`src/sv/ahos_pkg.sv`:
```
package ahos_pkg;

	localparam int DATA_WIDTH_DEF   = 32;
	localparam int CORDIC_STEPS_DEF = 24;

	localparam logic [31:0] CORDIC_GAIN_Q30 = 32'd652032874;
	localparam logic [31:0] RAD_TO_TURN     = 32'd683565276;

	localparam logic [31:0] FREQ_GAIN_RST     = 32'd65536;
	localparam logic [31:0] AMP_GAIN_RST      = 32'd65536;
	localparam logic [31:0] TIME_STEP_RST     = 32'd4294967;
	localparam logic [31:0] INV_TIME_STEP_RST = 32'd65536000;

	localparam logic [1:0] REG_FREQ_GAIN     = 2'd0;
	localparam logic [1:0] REG_AMP_GAIN      = 2'd1;
	localparam logic [1:0] REG_TIME_STEP     = 2'd2;
	localparam logic [1:0] REG_INV_TIME_STEP = 2'd3;

	localparam logic [29:0] ATAN_TURNS [32] = '{
		30'd536870912, 30'd316933406, 30'd167458907, 30'd85004756, 30'd42667331,
		30'd21354465, 30'd10679838, 30'd5340245, 30'd2670163, 30'd1335087,
		30'd667544, 30'd333772, 30'd166886, 30'd83443, 30'd41722, 30'd20861,
		30'd10430, 30'd5215, 30'd2608, 30'd1304, 30'd652, 30'd326, 30'd163,
		30'd81, 30'd41, 30'd20, 30'd10, 30'd5, 30'd3, 30'd1, 30'd1, 30'd0
	};

	typedef struct packed {
		logic signed [31:0] measured_position;
		logic               new_order_valid;
		logic signed [31:0] new_order;
	} ahos_in_t;

	typedef struct packed {
		logic signed [31:0] position_order;
		logic signed [31:0] speed_order;
		logic        [31:0] phase_out;
		logic signed [31:0] amplitude_out;
	} ahos_out_t;

	typedef enum logic [3:0] {
		S_IDLE, S_ERR, S_COS0, S_EC, S_TG, S_FQ, S_RAD, S_PH,
		S_SIN1, S_ES, S_AG, S_AM, S_POS, S_SPD, S_DONE
	} ahos_state_t;

endpackage

```
`src/sv/ahos_mul.sv`:
```
module ahos_mul #(
	parameter int DW = 32
) (
	input  logic                 clk,
	input  logic                 arst_n,
	input  logic                 start,
	input  logic signed [DW-1:0] a,
	input  logic        [31:0]   b_mag,
	input  logic                 b_neg,
	output logic                 busy,
	output logic                 done,
	output logic                 neg,
	output logic        [DW+31:0] prod
);
	import ahos_pkg::*;

	logic            busy_q, done_q, neg_q;
	logic [5:0]      cnt_q;
	logic [DW-1:0]   a_mag, amag_q;
	logic [31:0]     b_q;
	logic [DW+31:0]  acc_q;

	assign a_mag = a[DW-1] ? DW'(-a) : DW'(a);

	always_ff @(posedge clk or negedge arst_n) begin
		if (!arst_n) begin
			busy_q <= 1'b0;
			done_q <= 1'b0;
			cnt_q  <= '0;
		end else begin
			done_q <= 1'b0;
			if (start) begin
				busy_q <= 1'b1;
				cnt_q  <= 6'd32;
			end else if (busy_q) begin
				cnt_q <= cnt_q - 6'd1;
				if (cnt_q == 6'd1) begin
					busy_q <= 1'b0;
					done_q <= 1'b1;
				end
			end
		end
	end

	always_ff @(posedge clk) begin
		if (start) begin
			acc_q  <= '0;
			amag_q <= a_mag;
			b_q    <= b_mag;
			neg_q  <= a[DW-1] ^ b_neg;
		end else if (busy_q) begin
			acc_q <= (acc_q << 1) + (b_q[31] ? {32'b0, amag_q} : '0);
			b_q   <= b_q << 1;
		end
	end

	assign busy = busy_q;
	assign done = done_q;
	assign neg  = neg_q;
	assign prod = acc_q;

endmodule

```
`src/sv/ahos_cordic.sv`:
```
module ahos_cordic #(
	parameter int DW    = 32,
	parameter int STEPS = 24
) (
	input  logic                 clk,
	input  logic                 arst_n,
	input  logic                 start,
	input  logic        [31:0]   angle,
	output logic                 done,
	output logic signed [DW-1:0] sin_v,
	output logic signed [DW-1:0] cos_v
);
	import ahos_pkg::*;

	localparam int CW = $clog2(STEPS + 1);
	localparam int WW = DW + 22;

	logic                 busy_q, done_q, flip_q;
	logic [CW-1:0]        cnt_q;
	logic signed [33:0]   x_q, y_q, z_q;
	logic signed [DW-1:0] sin_q, cos_q;
	logic [31:0]          rot, p;
	logic                 flip;
	logic [CW+4:0]        cnt_ext;
	logic [4:0]           idx;
	logic signed [33:0]   dx, dy, at, xf, yf;

	function automatic logic signed [DW-1:0] round_sat(input logic signed [33:0] v);
		logic [33:0]        mag;
		logic [34:0]        r;
		logic signed [21:0] q;
		logic signed [WW-1:0] w, hi, lo;
		mag = v[33] ? 34'(-v) : 34'(v);
		r   = {1'b0, mag} + 35'd8192;
		q   = v[33] ? -$signed({1'b0, r[34:14]}) : $signed({1'b0, r[34:14]});
		w   = WW'(q);
		hi  = WW'($signed({1'b0, {(DW-1){1'b1}}}));
		lo  = -hi - WW'(1);
		if (w > hi)
			return hi[DW-1:0];
		else if (w < lo)
			return lo[DW-1:0];
		else
			return w[DW-1:0];
	endfunction

	assign rot     = angle + 32'h4000_0000;
	assign flip    = rot[31];
	assign p       = flip ? angle + 32'h8000_0000 : angle;
	assign cnt_ext = {5'b0, cnt_q};
	assign idx     = cnt_ext[4:0];
	assign dx      = y_q >>> idx;
	assign dy      = x_q >>> idx;
	assign at      = $signed({4'b0, ATAN_TURNS[idx]});
	assign xf      = flip_q ? -x_q : x_q;
	assign yf      = flip_q ? -y_q : y_q;

	always_ff @(posedge clk or negedge arst_n) begin
		if (!arst_n) begin
			busy_q <= 1'b0;
			done_q <= 1'b0;
			cnt_q  <= '0;
		end else begin
			done_q <= 1'b0;
			if (start) begin
				busy_q <= 1'b1;
				cnt_q  <= '0;
			end else if (busy_q) begin
				if (cnt_q == CW'(STEPS)) begin
					busy_q <= 1'b0;
					done_q <= 1'b1;
				end else begin
					cnt_q <= cnt_q + CW'(1);
				end
			end
		end
	end

	always_ff @(posedge clk) begin
		if (start) begin
			x_q    <= $signed({2'b0, CORDIC_GAIN_Q30});
			y_q    <= '0;
			z_q    <= 34'($signed(p));
			flip_q <= flip;
		end else if (busy_q) begin
			if (cnt_q == CW'(STEPS)) begin
				sin_q <= round_sat(yf);
				cos_q <= round_sat(xf);
			end else if (!z_q[33]) begin
				x_q <= x_q - dx;
				y_q <= y_q + dy;
				z_q <= z_q - at;
			end else begin
				x_q <= x_q + dx;
				y_q <= y_q - dy;
				z_q <= z_q + at;
			end
		end
	end

	assign done  = done_q;
	assign sin_v = sin_q;
	assign cos_v = cos_q;

endmodule

```
`src/sv/adaptive_hopf_oscillator_step_core.sv`:
```
// channel | dir | handshake          | payload
// in      | in  | in_valid/in_stall  | in_data  (ahos_in_t)
// out     | out | out_valid/out_stall| out_data (ahos_out_t)
// cfg     | in  | cfg_we             | cfg_index, cfg_data
// Each item is computed in turn by the bit-serial shared multiplier (one bit per cycle,
// ten products) and the shared CORDIC (one rotation per cycle, two passes).
// in_stall is high from accept until the result is loaded into the output register.
// Reset clears the oscillator state and loads register defaults.
// A stalled result holds; the next item may be taken while it waits.
module adaptive_hopf_oscillator_step_core #(
	parameter int DATA_WIDTH   = ahos_pkg::DATA_WIDTH_DEF,
	parameter int CORDIC_STEPS = ahos_pkg::CORDIC_STEPS_DEF
) (
	input  logic                clk,
	input  logic                arst_n,
	input  logic                in_valid,
	output logic                in_stall,
	input  ahos_pkg::ahos_in_t  in_data,
	output logic                out_valid,
	input  logic                out_stall,
	output ahos_pkg::ahos_out_t out_data,
	input  logic                cfg_we,
	input  logic [1:0]          cfg_index,
	input  logic [31:0]         cfg_data
);
	import ahos_pkg::*;

	localparam int DW = DATA_WIDTH;
	localparam int WW = DW + 34;

	ahos_state_t state_q, state_d;

	logic [31:0] freq_gain_q, amp_gain_q, time_step_q, inv_time_step_q;
	logic signed [DW-1:0] freq_q, amp_q, last_order_q, meas_q, err_q;
	logic signed [DW-1:0] c0_q, s1_q, tmp_q, t_q, pos_q, speed_q;
	logic [31:0] phase_q;
	logic        op_issued_q, out_valid_q;
	ahos_out_t   out_q;

	logic                 mul_start, mul_busy, mul_done, mul_neg, mul_state, cor_state;
	logic                 cor_start, cor_done, shift32, b_neg;
	logic signed [DW-1:0] mul_a, cor_sin, cor_cos, mres, phid, dpos;
	logic [31:0]          b_mag;
	logic [DW+31:0]       prod, prod_tc;
	logic [31:0]          cor_angle;
	logic                 accept;

	function automatic logic signed [DW-1:0] sat_w(input logic signed [WW-1:0] w);
		logic signed [WW-1:0] hi, lo;
		hi = WW'($signed({1'b0, {(DW-1){1'b1}}}));
		lo = -hi - WW'(1);
		if (w > hi)
			return hi[DW-1:0];
		else if (w < lo)
			return lo[DW-1:0];
		else
			return w[DW-1:0];
	endfunction

	function automatic logic signed [31:0] clamp32(input logic signed [DW-1:0] v);
		logic signed [WW-1:0] w, hi, lo;
		w  = WW'(v);
		hi = WW'($signed(33'h0_7FFF_FFFF));
		lo = -hi - WW'(1);
		if (w > hi)
			return 32'sh7FFF_FFFF;
		else if (w < lo)
			return 32'sh8000_0000;
		else
			return w[31:0];
	endfunction

	function automatic logic [31:0] mag32(input logic signed [DW-1:0] v);
		logic [DW+31:0] m;
		m = {32'b0, (v[DW-1] ? DW'(-v) : DW'(v))};
		return m[31:0];
	endfunction

	function automatic logic signed [DW-1:0] mul_fin(input logic n, input logic [DW+31:0] pr,
			input logic s32);
		logic [DW+31:0] sh, lim;
		logic [DW-1:0]  m;
		sh  = s32 ? (pr >> 32) : (pr >> 16);
		lim = (DW+32)'({1'b0, {(DW-1){1'b1}}}) + (DW+32)'(n);
		m   = (sh > lim) ? lim[DW-1:0] : sh[DW-1:0];
		return n ? DW'(-m) : DW'(m);
	endfunction

	assign accept    = in_valid && !in_stall;
	assign in_stall  = (state_q != S_IDLE);
	assign out_valid = out_valid_q;
	assign out_data  = out_q;

	assign phid    = sat_w(WW'(freq_q) - WW'(t_q));
	assign dpos    = sat_w(WW'(pos_q) - WW'(last_order_q));
	assign mres    = mul_fin(mul_neg, prod, shift32);
	assign prod_tc = mul_neg ? -prod : prod;

	always_comb begin
		state_d = state_q;
		case (state_q)
			S_IDLE: if (accept) state_d = S_ERR;
			S_ERR:  state_d = S_COS0;
			S_COS0: if (cor_done) state_d = S_EC;
			S_EC:   if (mul_done) state_d = S_TG;
			S_TG:   if (mul_done) state_d = S_FQ;
			S_FQ:   if (mul_done) state_d = S_RAD;
			S_RAD:  if (mul_done) state_d = S_PH;
			S_PH:   if (mul_done) state_d = S_SIN1;
			S_SIN1: if (cor_done) state_d = S_ES;
			S_ES:   if (mul_done) state_d = S_AG;
			S_AG:   if (mul_done) state_d = S_AM;
			S_AM:   if (mul_done) state_d = S_POS;
			S_POS:  if (mul_done) state_d = S_SPD;
			S_SPD:  if (mul_done) state_d = S_DONE;
			S_DONE: if (!out_valid_q || !out_stall) state_d = S_IDLE;
			default: state_d = S_IDLE;
		endcase
	end

	always_comb begin
		mul_state = 1'b0;
		cor_state = 1'b0;
		mul_a     = err_q;
		b_mag     = '0;
		b_neg     = 1'b0;
		shift32   = 1'b0;
		cor_angle = phase_q;
		case (state_q)
			S_COS0: cor_state = 1'b1;
			S_SIN1: cor_state = 1'b1;
			S_EC: begin
				mul_state = 1'b1;
				b_mag     = mag32(c0_q);
				b_neg     = c0_q[DW-1];
			end
			S_TG: begin
				mul_state = 1'b1;
				mul_a     = tmp_q;
				b_mag     = freq_gain_q;
			end
			S_FQ: begin
				mul_state = 1'b1;
				mul_a     = t_q;
				b_mag     = time_step_q;
				shift32   = 1'b1;
			end
			S_RAD: begin
				mul_state = 1'b1;
				mul_a     = phid;
				b_mag     = time_step_q;
				shift32   = 1'b1;
			end
			S_PH: begin
				mul_state = 1'b1;
				mul_a     = tmp_q;
				b_mag     = RAD_TO_TURN;
			end
			S_ES: begin
				mul_state = 1'b1;
				b_mag     = mag32(s1_q);
				b_neg     = s1_q[DW-1];
			end
			S_AG: begin
				mul_state = 1'b1;
				mul_a     = tmp_q;
				b_mag     = amp_gain_q;
			end
			S_AM: begin
				mul_state = 1'b1;
				mul_a     = tmp_q;
				b_mag     = time_step_q;
				shift32   = 1'b1;
			end
			S_POS: begin
				mul_state = 1'b1;
				mul_a     = amp_q;
				b_mag     = mag32(s1_q);
				b_neg     = s1_q[DW-1];
			end
			S_SPD: begin
				mul_state = 1'b1;
				mul_a     = dpos;
				b_mag     = inv_time_step_q;
			end
			default: ;
		endcase
		mul_start = mul_state && !op_issued_q;
		cor_start = cor_state && !op_issued_q;
	end

	always_ff @(posedge clk or negedge arst_n) begin
		if (!arst_n) begin
			state_q         <= S_IDLE;
			op_issued_q     <= 1'b0;
			out_valid_q     <= 1'b0;
			freq_gain_q     <= FREQ_GAIN_RST;
			amp_gain_q      <= AMP_GAIN_RST;
			time_step_q     <= TIME_STEP_RST;
			inv_time_step_q <= INV_TIME_STEP_RST;
			freq_q          <= '0;
			amp_q           <= '0;
			last_order_q    <= '0;
			phase_q         <= '0;
		end else begin
			state_q <= state_d;
			if (mul_start || cor_start)
				op_issued_q <= 1'b1;
			else if (mul_done || cor_done)
				op_issued_q <= 1'b0;
			if (cfg_we) begin
				case (cfg_index)
					REG_FREQ_GAIN:     freq_gain_q     <= cfg_data;
					REG_AMP_GAIN:      amp_gain_q      <= cfg_data;
					REG_TIME_STEP:     time_step_q     <= cfg_data;
					REG_INV_TIME_STEP: inv_time_step_q <= cfg_data;
					default: ;
				endcase
			end
			if (accept && in_data.new_order_valid)
				last_order_q <= sat_w(WW'(in_data.new_order));
			if (state_q == S_FQ && mul_done)
				freq_q <= sat_w(WW'(freq_q) + WW'(mres));
			if (state_q == S_PH && mul_done)
				phase_q <= prod_tc[47:16];
			if (state_q == S_AM && mul_done)
				amp_q <= sat_w(WW'(amp_q) + WW'(mres));
			if (state_q == S_SPD && mul_done)
				last_order_q <= pos_q;
			if (state_q == S_DONE && (!out_valid_q || !out_stall))
				out_valid_q <= 1'b1;
			else if (!out_stall)
				out_valid_q <= 1'b0;
		end
	end

	always_ff @(posedge clk) begin
		if (accept)
			meas_q <= sat_w(WW'(in_data.measured_position));
		if (state_q == S_ERR)
			err_q <= sat_w(WW'(meas_q) - WW'(last_order_q));
		if (state_q == S_COS0 && cor_done)
			c0_q <= cor_cos;
		if (state_q == S_SIN1 && cor_done)
			s1_q <= cor_sin;
		if (mul_done) begin
			case (state_q)
				S_EC, S_RAD, S_ES, S_AG: tmp_q <= mres;
				S_TG:  t_q     <= mres;
				S_POS: pos_q   <= mres;
				S_SPD: speed_q <= mres;
				default: ;
			endcase
		end
		if (state_q == S_DONE && (!out_valid_q || !out_stall)) begin
			out_q.position_order <= clamp32(pos_q);
			out_q.speed_order    <= clamp32(speed_q);
			out_q.phase_out      <= phase_q;
			out_q.amplitude_out  <= clamp32(amp_q);
		end
	end

	ahos_mul #(.DW(DW)) u_mul (
		.clk    (clk),
		.arst_n (arst_n),
		.start  (mul_start),
		.a      (mul_a),
		.b_mag  (b_mag),
		.b_neg  (b_neg),
		.busy   (mul_busy),
		.done   (mul_done),
		.neg    (mul_neg),
		.prod   (prod)
	);

	ahos_cordic #(.DW(DW), .STEPS(CORDIC_STEPS)) u_cordic (
		.clk    (clk),
		.arst_n (arst_n),
		.start  (cor_start),
		.angle  (cor_angle),
		.done   (cor_done),
		.sin_v  (cor_sin),
		.cos_v  (cor_cos)
	);

`ifndef SYNTHESIS
	a_busy_after_accept: assert property (@(posedge clk) disable iff (!arst_n)
		accept |=> in_stall)
		else $error("block not busy after accept");
	a_mul_start_idle: assert property (@(posedge clk) disable iff (!arst_n)
		mul_start |-> !mul_busy)
		else $error("multiplier restarted while busy");
	a_cordic_done_state: assert property (@(posedge clk) disable iff (!arst_n)
		cor_done |-> (state_q == S_COS0 || state_q == S_SIN1))
		else $error("unexpected cordic completion");
	a_mul_done_state: assert property (@(posedge clk) disable iff (!arst_n)
		mul_done |-> mul_state)
		else $error("unexpected multiplier completion");
	a_result_loaded: assert property (@(posedge clk) disable iff (!arst_n)
		(state_q == S_DONE && !out_stall) |=> out_valid)
		else $error("result not presented");
`endif

endmodule

```
`config.mk`:
```
export PLATFORM = sky130hd
export DESIGN_NAME = adaptive_hopf_oscillator_step_core
export DESIGN_NICKNAME = d
export VERILOG_FILES = /design/src/sv/ahos_pkg.sv /design/src/sv/ahos_mul.sv /design/src/sv/ahos_cordic.sv /design/src/sv/adaptive_hopf_oscillator_step_core.sv
export SDC_FILE = /design/constraint.sdc
export NUM_CORES = 2
export LEC_CHECK = 0
export ABC_AREA = 1
export BUFFER_PORTS_ARGS = -buffer_cell sky130_fd_sc_hd__buf_2
export CORE_MARGIN = 2
export CORE_UTILIZATION = 55
export DETAILED_ROUTE_END_ITERATION = 8
export HOLD_SLACK_MARGIN = 0.1
export PLACE_DENSITY = 0.85
export SLEW_MARGIN = 30
export SYNTH_ARGS = -nofsm -noshare
export SYNTH_HDL_FRONTEND = slang
export SYNTH_SLANG_ARGS = --single-unit
```
`constraint.sdc`:
```
create_clock -name clk -period 6.93 [get_ports clk]
set_input_delay 1.0395 -clock clk [delete_from_list [all_inputs] [get_ports clk]]
set_output_delay 1.0395 -clock clk [all_outputs]
set_load 0.005 [all_outputs]
```
==> impl_metrics.env <==
export IMPL_pin_count=234
export IMPL_h_tree_depth=3
export IMPL_rsz0062_at_grt="true"
export IMPL_async_flop_share_pct=30.1
export IMPL_slowest_stage="dfrtp_1"
export IMPL_vias_per_cell=5.90
export IMPL_yosys_warnings=0
export IMPL_synth_cell_types=75
export IMPL_num_rows=129
export IMPL_clkLatencyLatePin_ns=0.76
export IMPL_dpl_worst_slack_ns=-0.183
export IMPL_synthFlopType="edfxtp_1"
export IMPL_setup_viol_count_final=0
export IMPL_maxCapViolations=0
export IMPL_cts_root_buf="clkbuf_16"
export IMPL_drcViolationCount=3
export IMPL_ant_nets=0
export IMPL_drt_iter0_drc=7413
export IMPL_tightest_slew_ns=1.08
export IMPL_numCtsBuffers=102
export IMPL_slew_headroom_pct=27.8
export IMPL_post_route_worst_setup_slack_ns=0.140
export IMPL_yosysTopAreaCellShare_pct=22.5
export IMPL_initial_utilization_pct=55.3
export IMPL_ys_seq_area_share_pct=36.6
export IMPL_hp_class="in -> async"
export IMPL_regArea_sq_um=25000
export IMPL_vias=67000
export IMPL_grt_pass1_wl_mm=353
export IMPL_ys_ff_latch=921
export IMPL_crit_path_max_incr_delay_ns=0.42
export IMPL_finalHoldViolCount=0
export IMPL_cpMostUsedCell="nand2_1"
export IMPL_path_clk_slew_ns=0.06
export IMPL_drtPass1Iterations=9
export IMPL_synth_area_sq_um=68200
export IMPL_synth_area_leaders="edfxtp_1, nand2_1, dfrtp_1, ha_1, inv_1"
export IMPL_antenna_found_initial=4
export IMPL_worst_clock_skew_ns=0.0447
export IMPL_cts_tree="done"
export IMPL_cp_start_kind="register"
export IMPL_dieArea_sq_um=127000
export IMPL_fin_nets=10100
export IMPL_synth_largest_area_cell="edfxtp_1"
export IMPL_critPathCaptureType="register"
export IMPL_syn_area_per_cell_sq_um=7.27
export IMPL_routedWlPerCell_um=20.6
export IMPL_grt_usage_pct=35.5
export IMPL_wl_mm=233
export IMPL_critPathRequiredTime_ns=7.56
export IMPL_core_sq_um=123000
export IMPL_critPathBufInv=12
export IMPL_synthesis_nets=9838
export IMPL_multi_input_area_sq_um=38000
export IMPL_postSynthCellCount=9380
export IMPL_overflow=0
export IMPL_critPathKind="reg -> reg"
export IMPL_nFillCells=10700
export IMPL_syn2layout_area_growth_pct=12.6
export IMPL_die_height_um=356
export IMPL_die_w_um=356
export IMPL_failed_checks="DRC"
export IMPL_routabilityCongestion=1.03
export IMPL_fmaxAchievable_ghz=0.147
export IMPL_cts_max_path_buffers=3
export IMPL_cpLargestDelayFamily="simple AND/OR/NAND/NOR gates"
export IMPL_timing_hold_ws_ns=0.328
export IMPL_fin_area_sq_um=76800
export IMPL_crit_fanout=10
export IMPL_place_area_sq_um=72200
export IMPL_hpwlAfterDp_mm=176
export IMPL_synth_edf_count=512
export IMPL_cts_sinks=921
export IMPL_status="complete, but fails checks"
export IMPL_grt_max_degree=153
export IMPL_cts_hold_buf=0
export IMPL_maxSlewViolCount=0
export IMPL_io_buffers=233
export IMPL_drive_gt1_share_pct=12.1
export IMPL_final_min_clock_period_ns=6.79
export IMPL_fin_crit_sh_pct=98.0
export IMPL_first_global_vias=63700
export IMPL_crit_arrival_ns=7.42
## sequential cells by signal (all words and copies together) (netlist names), 32 cells and up
name             flops
amp_gain_q          32
amp_q               32
cor_angle           32
err_q               32
freq_gain_q         32
freq_q              32
inv_time_step_q     32
last_order_q        32
meas_q              32
out_data           128
pos_q               32
speed_q             32
t_q                 32
time_step_q         32
tmp_q               32
u_cordic.x_q        34
u_cordic.y_q        34
u_cordic.z_q        34
u_mul.amag_q        32
u_mul.b_q           32
u_mul.prod          64
## metal layers
layer / up-vias / routed length (um) / GRT usage (%)
met5: - / 13 / 0
li1: 31700 / - / -
met4: 2 / 15500 / 21.9
met3: 678 / 19300 / 6.09
met1: 31500 / 91500 / 44.0
met2: 3145 / 107000 / 57.9
## final timing paths
check | start | end | slack, ns | cells past startpoint
max reg2reg | state_q[0] | amp_q[15] | 0.14 | 46
min in group clk | u_cordic.sin_v[7] | s1_q[7] | 0.41 | 0
min reg2reg | u_cordic.sin_v[7] | s1_q[7] | 0.41 | 0
max | state_q[0] | amp_q[15] | 0.14 | 46
min | arst_n | last_order_q[2] | 0.33 | 1
max in group asynchronous | arst_n | inv_time_step_q[13] | 5.18 | 2
## synthesized netlist by cell type (33+ instances only)
cell type	instances
a22oi_1	52
o21a_1	33
dfrtp_1	259
o22ai_1	74
dfxtp_1	132
buf_2	64
ha_1	345
nand3_1	449
nand4_1	111
o21ai_0	730
xor2_1	291
buf_1	43
a31oi_1	80
edfxtp_1	512
o211ai_1	78
inv_1	1054
a21oi_1	538
nor3_1	107
xnor2_1	137
nor2_1	789
or2_2	71
nand2_2	54
clkbuf_1	315
nor2_2	48
nor4_1	44
o21ai_1	38
nand2_1	2490
## area by class of cell
cell class                      instances  area share, %
Timing Repair Buffer                  574           5.35
Sequential cell                       921           32.5
Multi-Input combinational cell       6929           49.5
Clock inverter                         53          0.837
Clock buffer                          139           3.84
Tap cell                             1637           2.67
Antenna cell                            1        0.00326
Inverter                             1092           5.35
## worst register-to-register path, delay by kind of cell (launching register included)
kind / cells / cell delay [ns]
and+or+nand+nor: 18 / 2.04
buffers and inverters: 12 / 1.73
AOI/OAI and AO/OA: 13 / 1.64
adders and majority gates: 2 / 0.63
DFF: 1 / 0.42
xor gates and xnor gates: 1 / 0.18
## placed cells by master (no fill, tap or decap), types with 18 or more instances in the layout
cell and instances:
nand2_1 2481, xnor2_1 137, a2bb2oi_1 30, nor2_1 761, o21ai_1 64, inv_2 42
o21ai_0 683, edfxtp_1 512, o21ai_2 29, dfrtp_1 256, nor3_1 102, buf_4 308
inv_1 1041, nor2_2 62, clkbuf_16 113, xor2_1 289, nor4_1 41, o21bai_1 19
a31oi_1 76, a21oi_2 20, dfxtp_1 132, nand2_2 60, nand3_1 445, or2_2 70
nor2_4 32, buf_2 232, o22ai_1 74, dfstp_2 18, o211ai_1 78, o21a_1 33
a21o_1 22, mux2i_1 25, a22oi_1 52, o221ai_1 26, a211oi_1 22, ha_1 334
a221oi_1 24, a21oi_1 521, nand3_2 23, nand4_1 111
## logic make-up (layout without fill, tap and decap cells)
| family | after synthesis | in the layout | synth area share, % |
|---|---|---|---|
| mux | 25 | 25 | 0.367 |
| fa+ha+maj | 354 | 354 | 6.59 |
| simple gates | 4258 | 4261 | 26.5 |
| flops | 921 | 921 | 36.6 |
| compound gates | 1858 | 1858 | 15.6 |
| other cells | 0 | 1 | 0 |
| buf+inv | 1533 | 1858 | 8.71 |
| xor+xnor | 431 | 431 | 5.58 |
## per-stage QoR
stage | util (%) | setup TNS [ns] | cells
finish | 62.2 | 0 | 11300
global route | 62.2 | -7.89 | 11300
CTS | 61.4 | 0 | 11300
detailed placement | 58.4 | -7.03 | 11100
global placement | 58.4 | 0 | 11100
floorplan | - | 0 | 9380
## repair_timing
action	CTS	global route
pin swaps	3	35
gates resized for setup	16	156
cloned	2	8
setup buffers	0	39
endpoints found under the setup margin	62	72
Power is not shown: default switching activity piles up to over one toggle a cycle in this logic, so the estimate is an artifact.
